--- src/hdl/wbps_pkg.sv ---
// shared types and constants for the wildcard byte pattern scanner
`timescale 1ns / 1ps
`default_nettype none
package wbps_pkg;

   localparam int RSP_FIFO_DEPTH = 8;
   localparam int RSP_PTR_BITS   = 3;
   localparam int CSR_ADDR_BITS  = 6;
   localparam int CSR_DATA_BITS  = 64;

   typedef enum logic [1:0] {
      KIND_MATCH  = 2'd0,
      KIND_DONE   = 2'd1,
      KIND_FAILED = 2'd2
   } kind_type;

   typedef enum logic [2:0] {
      REG_PATTERN_LENGTH = 3'd0,
      REG_PATTERN_WORD_0 = 3'd1,
      REG_PATTERN_WORD_1 = 3'd2,
      REG_PATTERN_WORD_2 = 3'd3,
      REG_PATTERN_WORD_3 = 3'd4,
      REG_WILDCARD_MASK  = 3'd5,
      REG_MATCH_LIMIT    = 3'd6,
      REG_BASE_ADDRESS   = 3'd7
   } reg_index_type;

   typedef struct packed {
      logic [5:0]   pattern_length;
      logic [255:0] pattern_bytes;
      logic [31:0]  wildcard_mask;
      logic [31:0]  match_limit;
      logic [63:0]  base_address;
   } cfg_type;

   typedef struct packed {
      logic match;
      logic last;
      logic failed;
   } scan_flags_type;

   typedef struct packed {
      kind_type    kind;
      logic [31:0] match_offset;
      logic [63:0] match_address;
      logic [31:0] total_matches;
      logic        final_item;
   } rsp_item_type;

endpackage
`default_nettype wire

--- src/hdl/wbps_req_if.sv ---
// input byte channel interface
`timescale 1ns / 1ps
`default_nettype none
interface wbps_req_if;
   logic       valid;
   logic       ready;
   logic [7:0] data_byte;
   logic       range_end;

   modport source (output valid, output data_byte, output range_end, input ready);
   modport sink (input valid, input data_byte, input range_end, output ready);
endinterface
`default_nettype wire

--- src/hdl/wbps_rsp_if.sv ---
// result channel interface
`timescale 1ns / 1ps
`default_nettype none
interface wbps_rsp_if;
   logic        valid;
   logic        ready;
   logic [1:0]  kind;
   logic [31:0] match_offset;
   logic [63:0] match_address;
   logic [31:0] total_matches;
   logic        final_item;

   modport source (output valid, output kind, output match_offset, output match_address,
                   output total_matches, output final_item, input ready);
   modport sink (input valid, input kind, input match_offset, input match_address,
                 input total_matches, input final_item, output ready);
endinterface
`default_nettype wire

--- src/hdl/wbps_match.sv ---
// byte window shift register, parallel wildcard compare and byte counter
`timescale 1ns / 1ps
`default_nettype none
module wbps_match #(
   parameter int MAX_PATTERN_BYTES = 32,
   parameter int OFFSET_BITS       = 32
) (
   input  wire logic                        clock,
   input  wire logic                        reset,
   input  wire logic                        accept,
   input  wire logic [7:0]                  data_byte,
   input  wire logic                        range_end,
   input  wire wbps_pkg::cfg_type           cfg,
   output logic                             s1_valid,
   output wbps_pkg::scan_flags_type         s1_flags,
   output logic [OFFSET_BITS-1:0]           s1_offset
);

   localparam int IDX_BITS  = (MAX_PATTERN_BYTES > 1) ? $clog2(MAX_PATTERN_BYTES) : 1;
   localparam int WIN_DEPTH = 2 ** IDX_BITS;

   logic [7:0]             win_ff [WIN_DEPTH];
   logic [7:0]             win_in [WIN_DEPTH];
   logic [OFFSET_BITS-1:0] seen_ff;
   logic [OFFSET_BITS-1:0] seen_in;
   logic                   s1_valid_ff;
   wbps_pkg::scan_flags_type s1_flags_ff;
   logic [OFFSET_BITS-1:0] s1_offset_ff;

   logic [MAX_PATTERN_BYTES-1:0] byte_ok;
   logic [OFFSET_BITS-1:0] len_ext;
   logic                   len_ok;
   logic                   raw_match;
   logic                   failed;

   always_comb begin
      win_in[0] = data_byte;
      for (int k = 1; k < WIN_DEPTH; k++) begin
         win_in[k] = win_ff[k-1];
      end
   end

   assign seen_in = (seen_ff == {OFFSET_BITS{1'b1}}) ? seen_ff
                                                     : seen_ff + {{(OFFSET_BITS-1){1'b0}}, 1'b1};
   assign len_ext = OFFSET_BITS'(cfg.pattern_length);
   assign len_ok  = (cfg.pattern_length != 6'd0) &&
                    (cfg.pattern_length <= 6'(MAX_PATTERN_BYTES));

   // pattern byte i lines up with the byte that arrived length-1-i transfers ago
   always_comb begin
      logic [5:0] idx;
      idx = 6'd0;
      for (int i = 0; i < MAX_PATTERN_BYTES; i++) begin
         idx = cfg.pattern_length - 6'(i) - 6'd1;
         byte_ok[i] = (6'(i) >= cfg.pattern_length) || cfg.wildcard_mask[i] ||
                      (win_in[idx[IDX_BITS-1:0]] == cfg.pattern_bytes[8*i +: 8]);
      end
   end

   assign raw_match = len_ok && (seen_in >= len_ext) && (&byte_ok);
   assign failed    = !len_ok || (len_ext > seen_in);

   always_ff @(posedge clock) begin
      if (accept) begin
         for (int k = 0; k < WIN_DEPTH; k++) begin
            win_ff[k] <= win_in[k];
         end
         s1_flags_ff.match  <= raw_match;
         s1_flags_ff.last   <= range_end;
         s1_flags_ff.failed <= failed;
         s1_offset_ff       <= seen_in - len_ext;
      end
      if (reset) begin
         seen_ff     <= '0;
         s1_valid_ff <= 1'b0;
      end else begin
         s1_valid_ff <= accept;
         if (accept) begin
            seen_ff <= range_end ? '0 : seen_in;
         end
      end
   end

   assign s1_valid  = s1_valid_ff;
   assign s1_flags  = s1_flags_ff;
   assign s1_offset = s1_offset_ff;

endmodule
`default_nettype wire

--- src/hdl/wbps_tally.sv ---
// match limit, saturating match count and result item assembly
`timescale 1ns / 1ps
`default_nettype none
module wbps_tally #(
   parameter int OFFSET_BITS = 32
) (
   input  wire logic                     clock,
   input  wire logic                     reset,
   input  wire logic                     s1_valid,
   input  wire wbps_pkg::scan_flags_type s1_flags,
   input  wire logic [OFFSET_BITS-1:0]   s1_offset,
   input  wire wbps_pkg::cfg_type        cfg,
   output wbps_pkg::rsp_item_type        item0,
   output wbps_pkg::rsp_item_type        item1,
   output logic [1:0]                    push_count
);

   logic [31:0] total_ff;
   logic [31:0] total_in;
   logic        limit_ff;
   logic        limit_in;
   logic        report;
   logic        last;
   logic [63:0] off64;
   wbps_pkg::rsp_item_type match_item;
   wbps_pkg::rsp_item_type end_item;

   assign report   = s1_valid && s1_flags.match && !limit_ff;
   assign last     = s1_valid && s1_flags.last;
   assign total_in = (report && (total_ff != 32'hFFFF_FFFF)) ? total_ff + 32'd1 : total_ff;
   assign limit_in = limit_ff ||
                     (report && (cfg.match_limit != 32'd0) && (total_in >= cfg.match_limit));
   assign off64    = 64'(s1_offset);

   always_comb begin
      match_item.kind          = wbps_pkg::KIND_MATCH;
      match_item.match_offset  = off64[31:0];
      match_item.match_address = cfg.base_address + off64;
      match_item.total_matches = total_in;
      match_item.final_item    = 1'b0;

      end_item.kind          = s1_flags.failed ? wbps_pkg::KIND_FAILED : wbps_pkg::KIND_DONE;
      end_item.match_offset  = 32'd0;
      end_item.match_address = 64'd0;
      end_item.total_matches = s1_flags.failed ? 32'd0 : total_in;
      end_item.final_item    = 1'b1;
   end

   assign item0      = report ? match_item : end_item;
   assign item1      = end_item;
   assign push_count = {1'b0, report} + {1'b0, last};

   always_ff @(posedge clock) begin
      if (reset) begin
         total_ff <= '0;
         limit_ff <= 1'b0;
      end else if (s1_valid) begin
         if (s1_flags.last) begin
            total_ff <= '0;
            limit_ff <= 1'b0;
         end else begin
            total_ff <= total_in;
            limit_ff <= limit_in;
         end
      end
   end

endmodule
`default_nettype wire

--- src/hdl/wbps_rsp_fifo.sv ---
// result queue, up to two writes and one read per cycle
`timescale 1ns / 1ps
`default_nettype none
module wbps_rsp_fifo (
   input  wire logic                   clock,
   input  wire logic                   reset,
   input  wire wbps_pkg::rsp_item_type item0,
   input  wire wbps_pkg::rsp_item_type item1,
   input  wire logic [1:0]             push_count,
   output logic [wbps_pkg::RSP_PTR_BITS:0] count,
   wbps_rsp_if.source                  rsp_chan
);

   localparam int PB = wbps_pkg::RSP_PTR_BITS;

   wbps_pkg::rsp_item_type mem_ff [wbps_pkg::RSP_FIFO_DEPTH];
   logic [PB-1:0] wr_ff;
   logic [PB-1:0] rd_ff;
   logic [PB:0]   count_ff;
   logic [PB-1:0] wr_next_slot;
   logic          pop;
   wbps_pkg::rsp_item_type head;

   assign wr_next_slot = wr_ff + {{(PB-1){1'b0}}, 1'b1};
   assign pop          = rsp_chan.valid && rsp_chan.ready;

   always_ff @(posedge clock) begin
      if (push_count != 2'd0) begin
         mem_ff[wr_ff] <= item0;
      end
      if (push_count == 2'd2) begin
         mem_ff[wr_next_slot] <= item1;
      end
      if (reset) begin
         wr_ff    <= '0;
         rd_ff    <= '0;
         count_ff <= '0;
      end else begin
         wr_ff    <= wr_ff + PB'(push_count);
         rd_ff    <= rd_ff + {{(PB-1){1'b0}}, pop};
         count_ff <= count_ff + (PB+1)'(push_count) - {{PB{1'b0}}, pop};
      end
   end

   assign head                   = mem_ff[rd_ff];
   assign count                  = count_ff;
   assign rsp_chan.valid         = (count_ff != '0);
   assign rsp_chan.kind          = head.kind;
   assign rsp_chan.match_offset  = head.match_offset;
   assign rsp_chan.match_address = head.match_address;
   assign rsp_chan.total_matches = head.total_matches;
   assign rsp_chan.final_item    = head.final_item;

endmodule
`default_nettype wire

--- src/hdl/wildcard_byte_pattern_scanner_core.sv ---
// top level: csr registers, compare stage, tally stage and result queue
// a byte's first result passes the compare stage register and then the result queue
// throughput: one byte per cycle while the result queue has room; the window
// compare for all pattern bytes runs in parallel, and a byte that gives both a
// match and a done result puts two items into the result queue
// reset: synchronous, clears csr registers, counters, match limit state and the queue
`timescale 1ns / 1ps
`default_nettype none
module wildcard_byte_pattern_scanner_core #(
   parameter int MAX_PATTERN_BYTES = 32,
   parameter int OFFSET_BITS       = 32
) (
   input  wire logic                                clock,
   input  wire logic                                reset,
   wbps_req_if.sink                                 req_chan,
   wbps_rsp_if.source                               rsp_chan,
   input  wire logic                                csr_psel,
   input  wire logic                                csr_penable,
   input  wire logic                                csr_pwrite,
   input  wire logic [wbps_pkg::CSR_ADDR_BITS-1:0]  csr_paddr,
   input  wire logic [wbps_pkg::CSR_DATA_BITS-1:0]  csr_pwdata,
   output logic [wbps_pkg::CSR_DATA_BITS-1:0]       csr_prdata,
   output logic                                     csr_pready
);

   wbps_pkg::cfg_type        cfg_ff;
   wbps_pkg::reg_index_type  reg_idx;
   logic                     csr_write;
   logic                     accept;
   logic                     s1_valid;
   wbps_pkg::scan_flags_type s1_flags;
   logic [OFFSET_BITS-1:0]   s1_offset;
   wbps_pkg::rsp_item_type   item0;
   wbps_pkg::rsp_item_type   item1;
   logic [1:0]               push_count;
   logic [wbps_pkg::RSP_PTR_BITS:0] fifo_count;
   logic [wbps_pkg::RSP_PTR_BITS+1:0] committed;

   assign csr_pready = 1'b1;
   assign csr_write  = csr_psel && csr_penable && csr_pwrite && csr_pready;
   assign reg_idx    = wbps_pkg::reg_index_type'(csr_paddr[5:3]);

   always_ff @(posedge clock) begin
      if (reset) begin
         cfg_ff <= '0;
      end else if (csr_write) begin
         unique case (reg_idx)
            wbps_pkg::REG_PATTERN_LENGTH: cfg_ff.pattern_length <= csr_pwdata[5:0];
            wbps_pkg::REG_PATTERN_WORD_0: cfg_ff.pattern_bytes[63:0] <= csr_pwdata;
            wbps_pkg::REG_PATTERN_WORD_1: cfg_ff.pattern_bytes[127:64] <= csr_pwdata;
            wbps_pkg::REG_PATTERN_WORD_2: cfg_ff.pattern_bytes[191:128] <= csr_pwdata;
            wbps_pkg::REG_PATTERN_WORD_3: cfg_ff.pattern_bytes[255:192] <= csr_pwdata;
            wbps_pkg::REG_WILDCARD_MASK:  cfg_ff.wildcard_mask <= csr_pwdata[31:0];
            wbps_pkg::REG_MATCH_LIMIT:    cfg_ff.match_limit <= csr_pwdata[31:0];
            wbps_pkg::REG_BASE_ADDRESS:   cfg_ff.base_address <= csr_pwdata;
         endcase
      end
   end

   always_comb begin
      unique case (reg_idx)
         wbps_pkg::REG_PATTERN_LENGTH: csr_prdata = 64'(cfg_ff.pattern_length);
         wbps_pkg::REG_PATTERN_WORD_0: csr_prdata = cfg_ff.pattern_bytes[63:0];
         wbps_pkg::REG_PATTERN_WORD_1: csr_prdata = cfg_ff.pattern_bytes[127:64];
         wbps_pkg::REG_PATTERN_WORD_2: csr_prdata = cfg_ff.pattern_bytes[191:128];
         wbps_pkg::REG_PATTERN_WORD_3: csr_prdata = cfg_ff.pattern_bytes[255:192];
         wbps_pkg::REG_WILDCARD_MASK:  csr_prdata = 64'(cfg_ff.wildcard_mask);
         wbps_pkg::REG_MATCH_LIMIT:    csr_prdata = 64'(cfg_ff.match_limit);
         wbps_pkg::REG_BASE_ADDRESS:   csr_prdata = cfg_ff.base_address;
      endcase
   end

   // room for the byte in the tally stage plus the one taken now
   assign committed      = (wbps_pkg::RSP_PTR_BITS+2)'(fifo_count) +
                           (s1_valid ? (wbps_pkg::RSP_PTR_BITS+2)'(2) : '0);
   assign req_chan.ready = (committed <= (wbps_pkg::RSP_PTR_BITS+2)'(wbps_pkg::RSP_FIFO_DEPTH - 2));
   assign accept         = req_chan.valid && req_chan.ready;

   wbps_match #(
      .MAX_PATTERN_BYTES (MAX_PATTERN_BYTES),
      .OFFSET_BITS       (OFFSET_BITS)
   ) u_match (
      .clock     (clock),
      .reset     (reset),
      .accept    (accept),
      .data_byte (req_chan.data_byte),
      .range_end (req_chan.range_end),
      .cfg       (cfg_ff),
      .s1_valid  (s1_valid),
      .s1_flags  (s1_flags),
      .s1_offset (s1_offset)
   );

   wbps_tally #(
      .OFFSET_BITS (OFFSET_BITS)
   ) u_tally (
      .clock      (clock),
      .reset      (reset),
      .s1_valid   (s1_valid),
      .s1_flags   (s1_flags),
      .s1_offset  (s1_offset),
      .cfg        (cfg_ff),
      .item0      (item0),
      .item1      (item1),
      .push_count (push_count)
   );

   wbps_rsp_fifo u_rsp_fifo (
      .clock      (clock),
      .reset      (reset),
      .item0      (item0),
      .item1      (item1),
      .push_count (push_count),
      .count      (fifo_count),
      .rsp_chan   (rsp_chan)
   );

endmodule
`default_nettype wire
--- src/flat_wrapper.sv ---
// flat-port wrapper written by rule: the top's interface ports become plain ports
module wildcard_byte_pattern_scanner_core_flat 
#(
   parameter int MAX_PATTERN_BYTES = 32,
   parameter int OFFSET_BITS       = 32
)
  (clock, reset, csr_psel, csr_penable, csr_pwrite, csr_paddr, csr_pwdata, csr_prdata, csr_pready, req_chan_valid, req_chan_data_byte, req_chan_range_end, req_chan_ready, rsp_chan_valid, rsp_chan_kind, rsp_chan_match_offset, rsp_chan_match_address, rsp_chan_total_matches, rsp_chan_final_item, rsp_chan_ready);
  wbps_req_if req_chan_i ();
  wbps_rsp_if rsp_chan_i ();
  input  wire logic clock;
  input  wire logic reset;
  input  wire logic csr_psel;
  input  wire logic csr_penable;
  input  wire logic csr_pwrite;
  input  wire logic [wbps_pkg::CSR_ADDR_BITS-1:0] csr_paddr;
  input  wire logic [wbps_pkg::CSR_DATA_BITS-1:0] csr_pwdata;
  output logic [wbps_pkg::CSR_DATA_BITS-1:0] csr_prdata;
  output logic csr_pready;
  input wire logic [$bits(req_chan_i.valid)-1:0] req_chan_valid;
  input wire logic [$bits(req_chan_i.data_byte)-1:0] req_chan_data_byte;
  input wire logic [$bits(req_chan_i.range_end)-1:0] req_chan_range_end;
  output wire logic [$bits(req_chan_i.ready)-1:0] req_chan_ready;
  output wire logic [$bits(rsp_chan_i.valid)-1:0] rsp_chan_valid;
  output wire logic [$bits(rsp_chan_i.kind)-1:0] rsp_chan_kind;
  output wire logic [$bits(rsp_chan_i.match_offset)-1:0] rsp_chan_match_offset;
  output wire logic [$bits(rsp_chan_i.match_address)-1:0] rsp_chan_match_address;
  output wire logic [$bits(rsp_chan_i.total_matches)-1:0] rsp_chan_total_matches;
  output wire logic [$bits(rsp_chan_i.final_item)-1:0] rsp_chan_final_item;
  input wire logic [$bits(rsp_chan_i.ready)-1:0] rsp_chan_ready;
  assign req_chan_i.valid = req_chan_valid;
  assign req_chan_i.data_byte = req_chan_data_byte;
  assign req_chan_i.range_end = req_chan_range_end;
  assign req_chan_ready = req_chan_i.ready;
  assign rsp_chan_valid = rsp_chan_i.valid;
  assign rsp_chan_kind = rsp_chan_i.kind;
  assign rsp_chan_match_offset = rsp_chan_i.match_offset;
  assign rsp_chan_match_address = rsp_chan_i.match_address;
  assign rsp_chan_total_matches = rsp_chan_i.total_matches;
  assign rsp_chan_final_item = rsp_chan_i.final_item;
  assign rsp_chan_i.ready = rsp_chan_ready;
  wildcard_byte_pattern_scanner_core #(.MAX_PATTERN_BYTES(MAX_PATTERN_BYTES), .OFFSET_BITS(OFFSET_BITS)) u_core (.clock(clock), .reset(reset), .req_chan(req_chan_i), .rsp_chan(rsp_chan_i), .csr_psel(csr_psel), .csr_penable(csr_penable), .csr_pwrite(csr_pwrite), .csr_paddr(csr_paddr), .csr_pwdata(csr_pwdata), .csr_prdata(csr_prdata), .csr_pready(csr_pready));
endmodule
--- config.mk ---
export PLATFORM = sky130hd
export DESIGN_NAME = wildcard_byte_pattern_scanner_core_flat
export DESIGN_NICKNAME = d
export VERILOG_FILES = /design/src/hdl/wbps_pkg.sv /design/src/hdl/wbps_req_if.sv /design/src/hdl/wbps_rsp_if.sv /design/src/hdl/wbps_match.sv /design/src/hdl/wbps_tally.sv /design/src/hdl/wbps_rsp_fifo.sv /design/src/hdl/wildcard_byte_pattern_scanner_core.sv /design/src/flat_wrapper.sv
export SDC_FILE = /design/constraint.sdc
export NUM_CORES = 2
export LEC_CHECK = 0
export CELL_PAD_IN_SITES_DETAIL_PLACEMENT = 0
export CELL_PAD_IN_SITES_GLOBAL_PLACEMENT = 1
export CORE_ASPECT_RATIO = 1.4
export CORE_MARGIN = 4
export CORE_UTILIZATION = 52
export DETAILED_ROUTE_END_ITERATION = 8
export DONT_BUFFER_PORTS = 1
export HOLD_SLACK_MARGIN = 0.05
export PLACE_DENSITY_LB_ADDON = 0.15
export SLEW_MARGIN = 20
export SYNTH_ARGS = -nofsm -noshare
export SYNTH_HDL_FRONTEND = slang
export SYNTH_SLANG_ARGS = --single-unit
--- constraint.sdc ---
create_clock -name clock -period 9.5 [get_ports clock]
set_input_delay 0.475 -clock clock [delete_from_list [all_inputs] [get_ports clock]]
set_output_delay 0.475 -clock clock [all_outputs]
set_load 0.03 [all_outputs]
==> metrics <==
status=finished clean; Post-Syn Area per Cell=between 10 and 15 µm²; post-synth top area cell=dfxtp_1; Reg clk slew, reported paths=around 0.070 ns; share of cells above drive strength 1=18.05%; cell row count=between 150 and 200; Setup violations, final=0; DP HPWL=302,700 µm; FF/Latch Area=a little over 0.04 mm²; met3 Track Usage GR=a little over a tenth; CTS resizes=0; Placer Congestion=1.097; Bufs on Longest Clock Path=4; Initial Util=52.32%; fill count=around 16,000; multiplexer share of the synthesized area=about a quarter; GRT busiest layer=met2; FF-to-FF Start=u_core.cfg_ff[385]; Area after DPL=about 0.10 mm²; final worst slack=approximately 3.1 ns; met1 GRT Util=~48%; Synth Area in XOR/XNOR=approximately 5.4%; crit path launch=u_core.cfg_ff[385]; P_leak=about 35 nW; commonest cells after routing, fill and taps aside=1,303 x nand2_1, 1,234 x dfxtp_1, 836 x mux4_2; CP Data Arrival Time=7.10 ns; Worst EP required=about 10 ns; initial antenna violation count=42; Final period util=between 60% and 70%; die area=0.1997 mm²; DIE HEIGHT=between 500 and 600 µm; top cells by area, synth=dfxtp_1 25%, mux4_2 19%, edfxtp_1 17%; placement-stage worst setup slack=roughly 3.2 ns; Post-CTS Setup Bufs=0; post-synthesis sequential area ratio=about two fifths; largest net degree at the start of global routing=464; Worst-Margin Slew=around 1.3 ns; Seq cells post-synth=~1,800; gr ovfl total=0; PD cells=approximately 200 mW/mm²; Hold Crit Class=in2reg; Yosys top cell area share=roughly a quarter; Synthesized Nets=9,608; Slew headroom=around 8.7%; IO Count=~280; vias=approximately 80,000; Layout area overhead=8.994%; fin area=between 0.1 and 0.15 mm²; Total GRT Usage=a little over two fifths; DR vias/cell=6.966; Iter 0 DRT Violations=~10,000; Syn. warnings=0; Synth Area in Compound Gates=between 10% and 20%; WHS=0.04679 ns; DRC violations left=0; Root Buffer=clkbuf_16; routed length per instance=approximately 37 µm; RSZ-0062 raised after global routing=no; CP Capture Type=register; Adder-Cell Fraction of Synth Area=1.380%; Post-synth ARST share=0%; I/O Buffers=0; main combinational cell family by area after synthesis=multiplexers; most common cell after layout, fill and taps aside=nand2_1; area taken by multi-input logic gates=approximately 0.056 mm²; Tmin final=between 6 and 7 ns; clk_lat worst skew=between 0.8 and 0.9 ns; CTS Sinks=between 1,500 and 2,000; CP Max Fanout=50; first-pass GRT wire length=approximately 600,000 µm; Critical Path Source Type=register; Pre-antenna DRT Iters=8; GRT met2 Usage=66.28%; Max Cap Viol=0; Die Width=roughly 380 µm; synthesized instance count=between 9,000 and 10,000; H-tree depth=4; clock skew=roughly 0.067 ns; final hold violation count=0; area of the core=between 0.15 and 0.2 mm²; Slew Limit Fails=0; worst hold path startpoint=reset; Setup TNS Final=0 ns; EDFF count, synth=555; TritonCTS buffer count=around 190; number of global-route vias before repair=about 77,000; Cell Area, Synth=0.1001 mm²; kind of critical path=reg2reg; maximum vdd drop=about 370 µV; Post-Synth Simple-Gate Area=approximately 11%; WL final=431,700 µm; NumNets Final=9,233; most used flip-flop cell after synthesis=dfxtp_1; fmax=about 0.16 GHz; Detail Route Antenna Nets=0; Cell variety after synth=81; # hold bufs at CTS=between 70 and 80; CTS tree=yes
==> per-stage QoR <==
step                      cells  util (%)  power (mW)
final                     11720     57.02       22.18
after global routing      11690     56.98       22.70
after CTS                 11680     56.90       22.06
after detailed placement  11270     53.21       14.37
after global placement    11270     53.20       14.28
after floorplan            9414         -       12.48
==> Yosys cell counts (all sizes together), types with 95 or more instances <==
| cell | instances |
|---|---|
| o22ai | 229 |
| a22oi | 116 |
| inv | 95 |
| mux4 | 840 |
| xor2 | 194 |
| nand2 | 1322 |
| nand4 | 107 |
| buf | 195 |
| nand3 | 474 |
| nor2 | 276 |
| mux2 | 236 |
| clkbuf | 613 |
| xnor2 | 414 |
| edfxtp | 555 |
| ha | 104 |
| a22o | 126 |
| o21ai | 796 |
| dfxtp | 1242 |
| a21oi | 586 |
| mux2i | 316 |
==> worst paths after layout <==
path                                endpoint  slack (ns)  depth (start not counted)
max               u_core.u_match.s1_flags[2]        3.09                         14
min reg2reg  u_core.u_rsp_fifo.mem_ff[6][86]        0.45                          2
max reg2reg       u_core.u_match.s1_flags[2]        3.09                         14
min               u_core.u_rsp_fifo.count[2]        0.05                          2
==> logic make-up (layout without fill, tap and decap cells) <==
kind of cell,after synthesis,after routing
AO/OA/AOI/OAI,2125,2125
XOR/XNOR,608,608
adder cells (fa/ha/maj),108,108
buffers and inverters,904,677
flip-flops,1797,1797
multiplexers,1392,1392
other,1,36
AND/OR/NAND/NOR,2479,2479
==> layout make-up <==
class	count	share of cell area, %
Tap cell	2496	2.862
Clock buffer	251	4.843
Clock inverter	86	0.8921
Multi-Input combinational cell	6713	50.87
Antenna cell	35	0.08026
Sequential cell	1797	38.08
Timing Repair Buffer	244	2.029
Inverter	96	0.3371
==> registers in the layout, summed over array words and instances (netlist names) <==
name,cells
u_core.u_match.s1_offset,32
u_core.u_match.s1_valid,1
u_core.u_match.seen_ff,32
u_core.u_match.s1_flags,3
u_core.cfg_ff,390
u_core.u_rsp_fifo.wr_ff,3
u_core.u_rsp_fifo.count,4
u_core.u_match.win_ff,248
u_core.u_tally.limit_ff,1
u_core.u_tally.total_ff,32
u_core.u_rsp_fifo.mem_ff,1048
u_core.u_rsp_fifo.rd_ff,3
==> layer usage <==
| metal | wire length (µm) | part of all wire (%) |
|---|---|---|
| met5 | 98 | 0.023 |
| met4 | 48490 | 11 |
| met3 | 43130 | 10 |
| met2 | 197300 | 46 |
| met1 | 142700 | 33 |
==> power breakdown <==
group	internal (mW)	switching [mW]	total, mW
Clock	4.38	3.29	7.67
Combinational	1.99	3.33	5.33
Sequential	8.47	0.705	9.18
Total	14.8	7.33	22.2
==> critical path: stages, from the launching register on <==
cell	delay, ns
dfxtp_4	0.90
inv_1	0.21
ha_4	0.86
buf_12	0.37
buf_4	0.40
mux4_2	0.44
mux4_2	0.49
mux2i_1	0.47
xnor2_1	0.15
nor4_1	0.46
a41oi_1	0.32
nor4_1	0.32
nand4b_1	0.14
nor4_1	0.30
o2111a_1	0.23
Power figures use the tool's default switching activity.
